$ cat src/rtl/afs_pkg.sv
// Package: shared constants and types for the aspect fit size scaler
`timescale 1ns / 1ps
package afs_pkg;
  localparam int DIM_BITS  = 16;
  localparam int FIELD_W   = 16;
  localparam int PROD_W    = 2 * FIELD_W;
  localparam int NUM_W     = PROD_W + 2;
  localparam int DEN_W     = FIELD_W + 1;
  localparam int QUO_W     = NUM_W;
  localparam int DIV_STEPS = QUO_W;
  localparam logic [FIELD_W-1:0] DIM_MAX =
    (DIM_BITS >= FIELD_W) ? {FIELD_W{1'b1}} : FIELD_W'((64'd1 << DIM_BITS) - 64'd1);

  typedef enum logic [1:0] {
    MODE_FIT_DOWN  = 2'd0,
    MODE_FIT       = 2'd1,
    MODE_CONTAIN   = 2'd2,
    MODE_CONTAIN_UP = 2'd3
  } mode_t;

  // Per-item context carried alongside the divider
  typedef struct packed {
    logic               x_side;
    logic               same;
    logic [FIELD_W-1:0] pass_w;
    logic [FIELD_W-1:0] pass_h;
  } ctx_t;
endpackage

$ cat src/rtl/afs_back.sv
// Back stage: result select, clamp to the dimension maximum, output register
`timescale 1ns / 1ps
module afs_back import afs_pkg::*; (
  input  logic               clk,
  input  logic               rst,
  input  logic               in_valid,
  input  logic [QUO_W-1:0]   quo,
  input  ctx_t               in_ctx,
  output logic               done,
  output logic [FIELD_W-1:0] out_width,
  output logic [FIELD_W-1:0] out_height,
  output logic               unchanged,
  output logic               saturated
);
  logic [QUO_W-1:0] w_c, h_c;
  logic             sw_c, sh_c;
  always_comb begin
    w_c = QUO_W'(in_ctx.pass_w);
    h_c = QUO_W'(in_ctx.pass_h);
    if (!in_ctx.same) begin
      if (in_ctx.x_side) h_c = quo;
      else               w_c = quo;
    end
    sw_c = w_c > QUO_W'(DIM_MAX);
    sh_c = h_c > QUO_W'(DIM_MAX);
  end

  always_ff @(posedge clk) begin
    if (rst) done <= 1'b0;
    else     done <= in_valid;
    out_width  <= sw_c ? DIM_MAX : w_c[FIELD_W-1:0];
    out_height <= sh_c ? DIM_MAX : h_c[FIELD_W-1:0];
    unchanged  <= in_ctx.same;
    saturated  <= sw_c || sh_c;
  end
endmodule

$ cat config.mk
export PLATFORM = sky130hd
export DESIGN_NAME = afs_back
export DESIGN_NICKNAME = d
export VERILOG_FILES = /design/src/rtl/afs_pkg.sv /design/src/rtl/afs_back.sv
export SDC_FILE = /design/constraint.sdc
export NUM_CORES = 1
export LEC_CHECK = 0
export BUFFER_PORTS_ARGS = -buffer_cell sky130_fd_sc_hd__buf_4
export CAP_MARGIN = 20
export CORE_MARGIN = 2
export CORE_UTILIZATION = 38
export DETAILED_ROUTE_END_ITERATION = 8
export GPL_ROUTABILITY_DRIVEN = 0
export GPL_TIMING_DRIVEN = 1
export PLACE_DENSITY = 0.79
export SLEW_MARGIN = 20
export SYNTH_ARGS = -nofsm -noshare
export SYNTH_HDL_FRONTEND = slang
export SYNTH_SLANG_ARGS = --single-unit
$ cat constraint.sdc
create_clock -name clk -period 2.1 [get_ports clk]
set_clock_uncertainty 0.1 [all_clocks]
set_input_delay 0.42 -clock clk [delete_from_list [all_inputs] [get_ports clk]]
set_output_delay 0.42 -clock clk [all_outputs]
set_load 0.1 [all_outputs]
==> impl_results.md <==
* Vias/cell at a little under 5
* Die area at a little under 4000 sq um
* Area of the core at about 3300 sq um
* CP max stage delay at around 0.53 ns
* Pins Over Slew Limit at 0
* CTS Buf Count at 5
* Status: complete, no violations
* Post-synthesis sequential area ratio at 53.6%
* Detailed placement HPWL at 2.91 mm
* Die Y at 62.6 um
* Synth-to-layout area growth at 70.0%
* H-tree levels at 2
* Cells after synthesis at between 150 and 200
* Largest net degree at the start of global routing at 34
* Clock tree buffer depth at 2
* DRC at 0
* Hold-fix buffers, CTS at 0
* Initial Util at between 30% and 40%
* Critical path class: in2reg
* Clock root buffer: clkbuf_4
* #FFs+latches synth at 35
* First-pass GRT wire length at around 6.5 mm
* First drt pass iteration count at 4
* Final wirelength at 3.97 mm
* # fillers at about 320
* TNS Setup at 0 ns
* Die W at 62.6 um
* Final setup viols at 0
* Worst path cell trace: buf_4, or4_4, nor4_4, buf_12, a31oi_1
* Clk slew on worst S/H paths at ~0.1 ns
* Share of the synthesized area in the top cell type at a little over half
* Wire length per cell at ~13 um
* Cell leakage power at roughly 0.0011 uW
* PostCTS Resize Cnt at 0
* Syn nets at around 230
* IO buf count at approximately 110
* Final Hold Vio Count at 0
* Type of origin of the critical path: input port
* Crit path DAT at ~1.7 ns
* Total GRT Usage at a little over a fifth
* CP top delay family: simple AND/OR/NAND/NOR gates
* WP data required at ~2.2 ns
* Share of layout cells above drive strength 1 at 46.6%
* Top post-synthesis cells by area: dfxtp_1, nor2_1, a31oi_1
* Worst slew margin at around 56%
* Min-Delay Path Class: in2reg
* Max-cap violations at 0
* CP Buf/Inv Count at 2
* # clock sinks at 35
* Crit path time final at 1.57 ns
* Post-synthesis cell area at 1310 sq um
* Fin nets at 332
* Synth area leader: dfxtp_1
* RSZ-0062 raised after global routing: no
* Setup bufs post-CTS at 0
* Hold Slack at ~0.13 ns
* Via Count at roughly 1500
* Yosys cell types at 13
* Max FO, Critical Path at 33
* Total power at ~1700 uW
* Critical path endpoint category: flop
* Initial antenna violation count at 0
* GRT overflow at 0
* Yosys warns at 0
* FP Rows at 21
* # IOs at about 110
* Period utilization at ~75%
* Fmax at 636 MHz
* CTS tree: yes
* CP max stage cell: or4_4
* Tightest Pin Transition at roughly 0.66 ns
* Pwr/cell area at roughly 770 nW/um^2
* Detail Route Antenna Nets at 0
* Syn avg cell area at roughly 8.4 sq um
* Vias in the first global route at ~1400
* Diode count at 0
* Initial DRC count at 80
* Worst vdd ir at 0.412 mV
* Post-layout util at 67.1%
[layout by cell type (no fill, tap or decap), drive strengths merged]
master / n
buf: 111
nor2: 66
a21oi: 1
or2: 1
or4: 4
nor2b: 2
a31oi: 32
nand2b: 1
dfxtp: 35
clkbuf: 8
nor4: 1
[cells by family after synthesis]
group / after synthesis / share of synthesized area, %
AOI/OAI and AO/OA: 33 / 15.7
and+or+nand+nor: 75 / 25.1
buffers and inverters: 13 / 5.55
DFF: 35 / 53.6
[flip-flops by register name (all words and copies together) (netlist names)]
register and flops:
out_width 16, saturated 1, out_height 16, unchanged 1, done 1
[report_power, final]
group / internal (uW) / switching, uW / leakage [uW]
clock network: 197 / 212 / 0.0000386
registers: 707 / 11.5 / 0.000295
logic: 171 / 408 / 0.000721
[metal layers]
layer	routed length, um	global-route usage, %
met2	2050	38.7
met4	51	6.67
met3	372	7.57
met5	0	0
met1	1500	23.3
[worst paths after layout]
path / startpoint / endpoint / slack [ns] / depth (start not counted)
worst max-delay path: quo[29] / out_width[4] / 0.53 / 5
worst min-delay path: in_ctx[32] / unchanged / 0.13 / 1
[metrics by stage]
stage,cell area (sq um),instances,worst slack (ns)
floorplan,1310,156,0.286
global placement,2150,300,0.218
detailed placement,2150,300,0.189
CTS,2220,308,0.550
global route,2220,308,0.504
finish,2220,308,0.528
[layout make-up]
class	count	area, sq um	area share, %
clock buffer	8	68.8	3.10
multi-input combinational	108	536	24.1
sequential	35	701	31.5
tap	46	57.6	2.59
timing repair buffer	111	858	38.6
[cells in the mapped netlist (all sizes together)]
library cell and count:
or2 1, nor2 66, a21oi 1, clkbuf 9, nor4 1, nor2b 2, a31oi 32, or4 4
dfxtp 35, nand2b 1, buf 4
(Power assumes the default switching activity.)
