--- config.mk ---
export PLATFORM = sky130hd
export DESIGN_NAME = afs_div
export DESIGN_NICKNAME = d
export VERILOG_FILES = /design/src/rtl/afs_pkg.sv /design/src/rtl/afs_div.sv
export SDC_FILE = /design/constraint.sdc
export NUM_CORES = 2
export LEC_CHECK = 0
export BUFFER_PORTS_ARGS = -buffer_cell sky130_fd_sc_hd__buf_2
export CORE_MARGIN = 2
export CORE_UTILIZATION = 50
export CTS_CLUSTER_DIAMETER = 150
export DETAILED_ROUTE_END_ITERATION = 10
export HOLD_SLACK_MARGIN = 0.08
export PLACE_DENSITY_LB_ADDON = 0.05
export SYNTH_ARGS = -nofsm -noshare
export SYNTH_HDL_FRONTEND = slang
export SYNTH_SLANG_ARGS = --single-unit
export TNS_END_PERCENT = 5
--- constraint.sdc ---
create_clock -name clk -period 4.46 [get_ports clk]
set_clock_uncertainty 0.2 [all_clocks]
set_input_delay 0.669 -clock clk [delete_from_list [all_inputs] [get_ports clk]]
set_output_delay 0.669 -clock clk [all_outputs]
set_load 0.005 [all_outputs]
--- src/rtl/afs_pkg.sv ---
// Package: shared constants and types for the aspect fit size scaler
`timescale 1ns / 1ps
package afs_pkg;
  localparam int DIM_BITS  = 16;
  localparam int FIELD_W   = 16;
  localparam int PROD_W    = 2 * FIELD_W;
  localparam int NUM_W     = PROD_W + 2;
  localparam int DEN_W     = FIELD_W + 1;
  localparam int QUO_W     = NUM_W;
  localparam int DIV_STEPS = QUO_W;
  localparam logic [FIELD_W-1:0] DIM_MAX =
    (DIM_BITS >= FIELD_W) ? {FIELD_W{1'b1}} : FIELD_W'((64'd1 << DIM_BITS) - 64'd1);

  typedef enum logic [1:0] {
    MODE_FIT_DOWN  = 2'd0,
    MODE_FIT       = 2'd1,
    MODE_CONTAIN   = 2'd2,
    MODE_CONTAIN_UP = 2'd3
  } mode_t;

  // Per-item context carried alongside the divider
  typedef struct packed {
    logic               x_side;
    logic               same;
    logic [FIELD_W-1:0] pass_w;
    logic [FIELD_W-1:0] pass_h;
  } ctx_t;
endpackage

--- src/rtl/afs_div.sv ---
// Pipelined restoring divider, one quotient bit per stage
`timescale 1ns / 1ps
module afs_div import afs_pkg::*; (
  input  logic             clk,
  input  logic             rst,
  input  logic             in_valid,
  input  logic [NUM_W-1:0] num,
  input  logic [DEN_W-1:0] den,
  input  ctx_t             in_ctx,
  output logic             out_valid,
  output logic [QUO_W-1:0] quo,
  output ctx_t             out_ctx
);
  logic [DIV_STEPS:0]   v;
  logic [NUM_W-1:0]     q   [DIV_STEPS+1];
  logic [DEN_W:0]       r   [DIV_STEPS+1];
  logic [DEN_W-1:0]     d   [DIV_STEPS+1];
  ctx_t                 c   [DIV_STEPS+1];

  assign v[0] = in_valid;
  assign q[0] = num;
  assign r[0] = '0;
  assign d[0] = den;
  assign c[0] = in_ctx;

  // each stage shifts in one dividend bit and trial-subtracts
  for (genvar i = 0; i < DIV_STEPS; i++) begin : g_stage
    logic [DEN_W:0] sh_c, sub_c;
    logic           ge_c;
    assign sh_c  = {r[i][DEN_W-1:0], q[i][NUM_W-1]};
    assign ge_c  = sh_c >= {1'b0, d[i]};
    assign sub_c = sh_c - {1'b0, d[i]};
    always_ff @(posedge clk) begin
      if (rst) v[i+1] <= 1'b0;
      else     v[i+1] <= v[i];
      r[i+1] <= ge_c ? sub_c : sh_c;
      q[i+1] <= {q[i][NUM_W-2:0], ge_c};
      d[i+1] <= d[i];
      c[i+1] <= c[i];
    end
  end

  assign out_valid = v[DIV_STEPS];
  assign quo       = q[DIV_STEPS];
  assign out_ctx   = c[DIV_STEPS];
endmodule

==> flow_summary.yaml <==
timing:
  fin_crit_ns: 3.805
  tightest_slew_ns: 1.203
  maxSlewViolCount: 0
  finalCritPeriodShare_pct: 85.32
  relSlewSlack_pct: 19.54
  rsz0062_at_grt: "no"
  setup_viol: 0
  setup_tns_ns: 0
  timing.fmax_mhz: 262.8
  setup_slack_ns: 0.6547
  finalHoldViolCount: 0
synthesis:
  synth-seq-area-share_pct: 67.16
  synth_fp_nets: 9014
  syn_inst: 8331
  syn_area_per_cell_um2: 12.41
  ys_warn_count: 0
  ys_top_cells_by_area: "dfxtp_1, ha_1, mux2_2"
  synth-seq-cells: 3468
  ys.flop_type: "dfxtp_1"
  syn-cell-area_um2: 103400
  async_reset_ff_share_pct: 0
  synth.distinct_cells: 84
  synth.top_cell.area_share_pct: 67.16
  yosysTopAreaCell: "dfxtp_1"
  synth_edf_count: 0
detailed_routing:
  first_iter_violations: 2822
  drc: 0
  avgRoutedWirePerCell_um: 14.32
  ant_nets: 0
  via_count: 56030
  first_pass_iters: 5
  avgViaCountPerCell: 4.768
  wirelength_um: 168300
setup_path:
  worstPathRequired_ns: 5.00
  path_max_fanout: 18
  r2r_setup_slack_ns: 0.65
  ff2ff_path_depth: 12
  crit_arrival_ns: 4.34
  reg2reg_to: "g_stage[14].sh_c[10]"
  regToRegStartpoint: "g_stage[13].sh_c[0]"
  worstSetupStartpoint: "g_stage[13].sh_c[0]"
  endpoint: "g_stage[14].sh_c[10]"
  setup.worst_path.end_class: "flop"
  worst-setup-path-type: "flop to flop"
  critPathLaunchType: "flop"
floorplanning:
  start_util_pct: 50.43
  ios: 157
  rows: 166
  fp.dieH_um: 458.7
  core_um2: 205000
  die-area_um2: 210400
  die_w_um: 458.7
finish:
  drive_gt1_share_pct: 12.35
  ff_latch_area_um2: 69430
  final_core_util_pct: 58.08
  fin_nets: 9489
  layout.cells.non_filler: 11750
  multi_input_area_um2: 30390
  num-fill-cells: 16880
  syn_to_final_growth_pct: 15.18
placement:
  io_buffers: 156
  dp.cells: 11050
  place.gp.congestion: 0.8510
  dp_slack_ns: 0.7165
  dp_hpwl_um: 118300
worst_hold_path:
  hold_path_depth: 0
  hp-class: "flop to flop"
cts:
  clkSinkCount: 3468
  cts_tree: "done"
  cts.reportedPaths.clkPinSlew_ns: 0.06
  htreeDepth: 5
  clock_latency_ns: 0.91
  root_buffer: "clkbuf_16"
  clock_path_buffers: 4
  numCtsBuffers: 347
global_route:
  grt_pass1_vias: 55250
  grt_max_degree: 35
  grt_pass1_wl_um: 276200
  track_usage_pct: 15.92
  overflow: 0
  antenna_found_initial: 4
outcome:
  outcome: "complete, no violations"
pwr:
  power_density_nw_per_um2: 711.5
  worst_ir_drop_vdd_v: 0.0004429
  power_leakage_nw: 52.99
  finalPower_mw: 84.71
run:
  maxCapViolations: 0
==> per-layer routing <==
metal  GRT usage (%)  wire length (um)  up-vias
li1                -                 -    28940
met1           20.99             79170    25740
met2           26.19             76710      967
met3           2.973              7237      379
met4           5.580              5153        0
met5               0                 0        -
==> Yosys cell counts, drive strengths merged (32+ instances only) <==
cell type,n
nor3,122
a31oi,53
o31ai,35
a211oi,64
nor2,285
mux2,348
nand2,317
dfxtp,3468
a21oi,415
a21o,176
buf,97
clkbuf,55
nand2b,60
xnor2,276
fa,32
o21bai,80
inv,720
o21a,55
nor2b,83
xor2,146
nand3,67
ha,563
o21ai,353
nand4,83
==> state kept, by name, indices dropped and copies added (netlist names) <==
name          count
q              1089
out_ctx          34
d               561
quo              34
c              1122
out_valid         1
v                33
g_stage.sh_c    594
==> final cells by class <==
| cell class | count | share of cell area (%) |
|---|---|---|
| well taps | 2688 | 2.825 |
| multi-input cells | 3990 | 25.52 |
| flip-flops and latches | 3468 | 58.31 |
| diodes | 5 | 0.01051 |
| clock buffers | 505 | 8.509 |
| clock inverters | 96 | 0.9142 |
| repair buffers | 278 | 1.635 |
| inverters | 721 | 2.273 |
==> cells by family after synthesis <==
family / after synthesis / share of synthesized area, %
muxes: 376 / 4.091
and+or+nand+nor: 1175 / 5.535
DFF: 3468 / 67.16
adders and majority gates: 595 / 7.434
buffers and inverters: 873 / 3.473
AOI/OAI and AO/OA: 1422 / 8.730
xor gates and xnor gates: 422 / 3.575
==> power by group <==
part	total, mW	internal [mW]	switching, mW
logic	19.3	9.41	9.94
clock network	27.9	16.8	11.1
registers	37.5	35.4	2.07
total	84.7	61.6	23.2
==> how the worst min path moves through the flow <==
stage                   end     from
floorplan           c[1000]  c[1034]
global placement     c[994]  c[1028]
detailed placement   q[515]   q[548]
CTS                  c[508]   c[542]
global route        c[1045]  c[1079]
finish               c[866]   c[900]
==> layout by cell type (no fill, tap or decap), types with 19 or more instances in the layout <==
cell / Yosys / final
dfxtp_1: 3468 / 3468
inv_1: 720 / 720
ha_1: 563 / 563
a21oi_1: 415 / 415
clkbuf_16: 0 / 350
mux2_2: 340 / 340
o21ai_0: 335 / 334
nand2_1: 317 / 317
nor2_1: 285 / 285
xnor2_1: 276 / 276
a21o_1: 176 / 176
buf_2: 19 / 156
xor2_1: 146 / 146
nor3_1: 122 / 122
dlygate4sd3_1: 0 / 95
nand4_1: 83 / 83
nor2b_1: 83 / 83
o21bai_1: 80 / 80
clkbuf_8: 0 / 79
clkbuf_1: 55 / 76
nand3_1: 67 / 67
a211oi_1: 62 / 60
nand2b_1: 60 / 60
o21a_1: 55 / 55
a31oi_1: 52 / 50
clkinv_2: 0 / 43
o31ai_1: 34 / 34
fa_1: 32 / 32
or3_1: 31 / 31
mux2i_1: 28 / 28
or2_2: 26 / 26
buf_4: 69 / 26
o211ai_1: 23 / 23
o31a_1: 20 / 20
and2_1: 19 / 19
==> worst max-delay path, stage by stage, from the launching register on <==
cell and delay [ns]:
dfxtp_1 0.30, inv_1 0.07, ha_1 0.17, inv_1 0.05, fa_1 0.41, a21o_1 0.20
a221oi_2 0.26, o21ai_1 0.14, a221o_1 0.41, o21ai_1 0.21, a21oi_1 0.09, or3_1 0.70
mux2_4 0.44
==> stage by stage <==
stage | area (um2) | hold WS [ns]
2_1_floorplan | 103400 | 0.1096
3_3_place_gp | 106900 | 0.1095
3_5_place_dp | 106900 | 0.1121
4_1_cts | 119100 | 0.08104
5_1_grt | 119100 | 0.08398
6_report | 119100 | 0.08731
==> repair_timing <==
| item | 4_1_cts | 5_1_grt |
|---|---|---|
| gates resized for setup | 0 | 0 |
| hold buffers | 95 | 0 |
| hold endpoints to repair | 141 | 0 |
| setup buffers | 0 | 0 |
Note: power is estimated with default switching activity, not from simulation.
