$ cat src/rtl/afs_pkg.sv
// Package: shared constants and types for the aspect fit size scaler
`timescale 1ns / 1ps
package afs_pkg;
  localparam int DIM_BITS  = 16;
  localparam int FIELD_W   = 16;
  localparam int PROD_W    = 2 * FIELD_W;
  localparam int NUM_W     = PROD_W + 2;
  localparam int DEN_W     = FIELD_W + 1;
  localparam int QUO_W     = NUM_W;
  localparam int DIV_STEPS = QUO_W;
  localparam logic [FIELD_W-1:0] DIM_MAX =
    (DIM_BITS >= FIELD_W) ? {FIELD_W{1'b1}} : FIELD_W'((64'd1 << DIM_BITS) - 64'd1);

  typedef enum logic [1:0] {
    MODE_FIT_DOWN  = 2'd0,
    MODE_FIT       = 2'd1,
    MODE_CONTAIN   = 2'd2,
    MODE_CONTAIN_UP = 2'd3
  } mode_t;

  // Per-item context carried alongside the divider
  typedef struct packed {
    logic               x_side;
    logic               same;
    logic [FIELD_W-1:0] pass_w;
    logic [FIELD_W-1:0] pass_h;
  } ctx_t;
endpackage

$ cat src/rtl/afs_front.sv
// Front stages: cross products, mode decision, dividend and divisor setup
`timescale 1ns / 1ps
module afs_front import afs_pkg::*; (
  input  logic               clk,
  input  logic               rst,
  input  logic               in_valid,
  input  logic [1:0]         cmd,
  input  logic [FIELD_W-1:0] src_width,
  input  logic [FIELD_W-1:0] src_height,
  input  logic [FIELD_W-1:0] box_width,
  input  logic [FIELD_W-1:0] box_height,
  output logic               op_valid,
  output logic [NUM_W-1:0]   op_num,
  output logic [DEN_W-1:0]   op_den,
  output ctx_t               op_ctx
);
  // stage 1: register inputs and cross products
  logic               v1;
  logic [1:0]         m1;
  logic [FIELD_W-1:0] sw1, sh1, bw1, bh1;
  logic [PROD_W-1:0]  lx1, ly1;
  logic               empty1;

  always_ff @(posedge clk) begin
    if (rst) v1 <= 1'b0;
    else     v1 <= in_valid;
    m1     <= cmd;
    sw1    <= src_width;
    sh1    <= src_height;
    bw1    <= box_width;
    bh1    <= box_height;
    lx1    <= box_width * src_height;
    ly1    <= box_height * src_width;
    empty1 <= (src_width == '0) || (src_height == '0) ||
              (box_width == '0) || (box_height == '0);
  end

  // side choice and pass-through decision
  logic x_side_c, same_c;
  always_comb begin
    if (m1 == MODE_FIT_DOWN || m1 == MODE_FIT) x_side_c = lx1 < ly1;
    else                                        x_side_c = lx1 > ly1;
    same_c = 1'b0;
    if (empty1) same_c = 1'b1;
    else if (m1 == MODE_FIT_DOWN)
      same_c = x_side_c ? (bw1 >= sw1) : (bh1 >= sh1);
    else if (m1 == MODE_CONTAIN_UP)
      same_c = x_side_c ? (bw1 <= sw1) : (bh1 <= sh1);
  end

  // stage 2: dividend 2*a*b + c, divisor 2*c
  logic [FIELD_W-1:0] den_c;
  logic [PROD_W-1:0]  prod_c;
  assign den_c  = x_side_c ? sw1 : sh1;
  assign prod_c = x_side_c ? lx1 : ly1;

  // a side comes from the box only when the item is scaled
  always_ff @(posedge clk) begin
    if (rst) op_valid <= 1'b0;
    else     op_valid <= v1;
    op_num        <= {1'b0, prod_c, 1'b0} + NUM_W'(den_c);
    op_den        <= {den_c, 1'b0};
    op_ctx.x_side <= x_side_c;
    op_ctx.same   <= same_c;
    op_ctx.pass_w <= (x_side_c && !same_c) ? bw1 : sw1;
    op_ctx.pass_h <= (!x_side_c && !same_c) ? bh1 : sh1;
  end
endmodule

$ cat config.mk
export PLATFORM = sky130hd
export DESIGN_NAME = afs_front
export DESIGN_NICKNAME = d
export VERILOG_FILES = /design/src/rtl/afs_pkg.sv /design/src/rtl/afs_front.sv
export SDC_FILE = /design/constraint.sdc
export NUM_CORES = 2
export LEC_CHECK = 0
export ABC_CLOCK_PERIOD_IN_PS = 20400
export BUFFER_PORTS_ARGS = -buffer_cell sky130_fd_sc_hd__buf_2
export CORE_UTILIZATION = 60
export CTS_BUF_LIST = sky130_fd_sc_hd__clkbuf_4 sky130_fd_sc_hd__clkbuf_8
export CTS_CLUSTER_DIAMETER = 80
export DETAILED_ROUTE_END_ITERATION = 7
export MAX_ROUTING_LAYER = met4
export PLACE_DENSITY = 0.79
export REMOVE_ABC_BUFFERS = 1
export SLEW_MARGIN = 15
export SYNTH_ARGS = -nofsm -noshare
export SYNTH_HDL_FRONTEND = slang
export SYNTH_SLANG_ARGS = --single-unit
export TNS_END_PERCENT = 50
$ cat constraint.sdc
create_clock -name clk -period 20.4 [get_ports clk]
set_input_delay 1.02 -clock clk [delete_from_list [all_inputs] [get_ports clk]]
set_output_delay 1.02 -clock clk [all_outputs]
set_load 0.02 [all_outputs]
==> impl_metrics.csv <==
group,metric,value,unit
job,cap_violations,0,
timing,finalCriticalPeriod,6.98,ns
floorplan,initial_core_util,0.611,
timing,finalSetupTns,0,ns
final_layout,synthToLayoutAreaGrowth,7.15,%
logic_synthesis,async_reset_ff_frac,0,
clock_tree,clock_sinks,216,
grt,grt_pass1_wl,103000,um
clock_tree,clk_latency,0.55,ns
logic_synthesis,synth_warnings,0,
detailed_routing,drc,16,
detailed_routing,routedWlPerCell,18.7,um
detailed_routing,antenna_left,0,
floorplan,io_pins,155,
logic_synthesis,synth_cells,2692,
worst_hold_path,hold_depth,1,
logic_synthesis,yosysMostFrequentCell,"inv_1",
floorplan,fp.dieH,206,um
timing,max_slew_margin,0.362,
run_status,status,"finished, violations left",
critical_path,critical_path_arrival,7.43,ns
critical_path,critical_path_required,20.85,ns
timing,worst_pin_slew,0.951,ns
grt,grt_max_degree,70,
critical_path,reg2reg_slack,13.53,ns
logic_synthesis,synth_common_cells,"inv_1 (533), fa_1 (389), nand2_1 (346)",
logic_synthesis,syn_area_per_cell,9.31,sq um
final_layout,antenna_cells,0,
timing,post-route-period-util,0.342,
logic_synthesis,synth_top_area_frac,0.311,
logic_synthesis,synth_area,25100,sq um
clock_tree,tritoncts.num_buffers,34,
floorplan,rows,74,
grt,grt-ovfl-total,0,
detailed_routing,drtIter0Drc,1234,
timing,finClkSkew,0.0455,ns
worst_hold_path,min-delay-path-class,"reg -> reg",
final_layout,drive_gt1_frac,0.100,
floorplan,fp.dieW,206,um
logic_synthesis,synth-seq-cells,216,
clock_tree,cts_tree,"yes",
run_status,violations,"DRC",
detailed_routing,vias,19000,
placement,place_hpwl,49800,um
logic_synthesis,synth_flop_cell,"dfxtp_1",
critical_path,crit_path_start,"box_height[10]",
critical_path,timing.rr.start,"ly1[17]$_DFF_P_",
worst_hold_path,min_from,"v1$_SDFF_PP0_",
detailed_routing,drt_first_pass_iters,8,
logic_synthesis,ys_seq_area_frac,0.172,
clock_tree,clk_pin_slew,0.06,ns
clock_tree,cts_resized,0,
clock_tree,hold_buffers,0,
critical_path,worstSetupEndpointType,"flop",
grt,grt_antenna_before_repair,1,
detailed_routing,via_per_inst,5.68,
grt,grt_pass1_vias,20200,
critical_path,path_max_fanout,18,
critical_path,r2r-end,"op_num[28]$_DFF_P_",
clock_tree,h-tree-depth,2,
grt,grtUsageTotal,0.321,
placement,io_buffers,153,
critical_path,crit_type,"in -> reg",
logic_synthesis,synth.area.top_cells,"fa_1 (31%), dfxtp_1 (17%), ha_1 (14%)",
timing,hold_viol,0,
logic_synthesis,yosysUniqueCellTypes,82,
timing,rsz0062_at_grt,"false",
timing,slew_viol_final,0,
floorplan,coreArea,41000,sq um
clock_tree,clockBufferDepth,3,
critical_path,critPathLaunchType,"input pin",
critical_path,r2r_cells,20,
final_layout,layout.nets,3541,
floorplan,dieArea,42600,sq um
timing,max_freq,0.143,GHz
worst_hold_path,holdPathEnd,"op_valid$_SDFF_PP0_",
clock_tree,clock-root-buffer,"clkbuf_8",
clock_tree,post_cts_buffers,0,
logic_synthesis,synth_edf_count,0,
detailed_routing,routed_wl,62800,um
logic_synthesis,synth_top_cell_by_area,"fa_1",
timing,finalSetupViolations,0,
placement,gp_congestion,0.929,
-- per-stage QoR --
step	util	setup slack, ns	instances	hold WS (ns)	area (sq um)
3_5_place_dp	0.638	12.94	3292	0.446	26200
4_1_cts	0.655	13.48	3350	0.455	26900
2_1_floorplan	-	13.65	2606	0.414	24700
3_3_place_gp	0.638	13.07	3292	0.431	26200
5_1_grt	0.655	13.07	3350	0.473	26900
6_report	0.655	13.42	3350	0.451	26900
-- worst max-delay path by stage --
stage / end / slack (ns) / cells after the start
6_report: ly1[31]$_DFF_P_ / 13.42 / 22
5_1_grt: op_num[28]$_DFF_P_ / 13.07 / 20
4_1_cts: ly1[31]$_DFF_P_ / 13.48 / 22
3_5_place_dp: ly1[31]$_DFF_P_ / 12.94 / 22
3_3_place_gp: ly1[31]$_DFF_P_ / 13.07 / 22
2_1_floorplan: ly1[31]$_DFF_P_ / 13.65 / 22
-- state kept, by name, summed over array words and instances, names as in the netlist --
| register | count |
|---|---|
| bw1 | 16 |
| bh1 | 16 |
| lx1 | 32 |
| sw1 | 16 |
| op_ctx | 34 |
| v1 | 1 |
| empty1 | 1 |
| m1 | 2 |
| op_valid | 1 |
| op_num | 34 |
| sh1 | 16 |
| op_den | 15 |
| ly1 | 32 |
-- cell families after synthesis --
family,after synthesis,synth area share
AND/OR/NAND/NOR,788,0.157
adder cells (fa/ha/maj),676,0.454
buffers and inverters,619,0.0940
AO/OA/AOI/OAI,271,0.0734
flip-flops,216,0.172
XOR/XNOR,83,0.0290
multiplexers,38,0.0200
other,1,0.000150
-- layout by cell type (no fill, tap or decap), types with 9 or more instances in the layout --
master    count
inv_1       533
fa_1        389
nand2_1     346
ha_1        287
and2_1      238
dfxtp_1     216
buf_2       153
a21oi_1      77
nor2_1       62
o21ai_0      58
xnor2_1      55
clkbuf_8     40
a21o_1       33
nor3_1       28
xor2_1       28
nand4_1      26
mux2_4       20
nor4_1       19
nand3_1      17
mux2_2       17
o21a_1       13
o21bai_1     13
nand2b_1     11
nor2b_1      10
a211oi_1      9
clkbuf_4      9
-- worst max-delay path: stages --
cell and delay, ns:
buf_2 0.31, nand2_1 0.15, fa_1 0.54, fa_1 0.58
fa_1 0.45, fa_1 0.55, inv_1 0.05, fa_1 0.49
inv_1 0.05, fa_1 0.47, inv_1 0.04, ha_1 0.32
a21o_1 0.17, a21o_1 0.16, a21oi_1 0.25, o2bb2ai_1 0.17
o31a_1 0.34, o31a_1 0.32, or4_1 0.42, a31o_2 0.25
a21oi_1 0.17, xnor2_1 0.13
-- cell type report --
class	count	area, sq um
multi-input combinational	1857	18400
clock inverter	9	85.1
clock buffer	49	618
tap	532	666
sequential	216	4320
fill	3279	14100
timing repair buffer	154	773
inverter	533	2000
-- routing by layer --
metal / track usage / vias up / wire, um
met4: 0.140 / 0 / 2960
met3: 0.0423 / 209 / 4310
met5: - / - / 0
met2: 0.537 / 797 / 31300
li1: - / 8594 / -
met1: 0.389 / 9423 / 24300
Power is not shown: default switching activity piles up to over one toggle a cycle in this logic, so the estimate is an artifact.
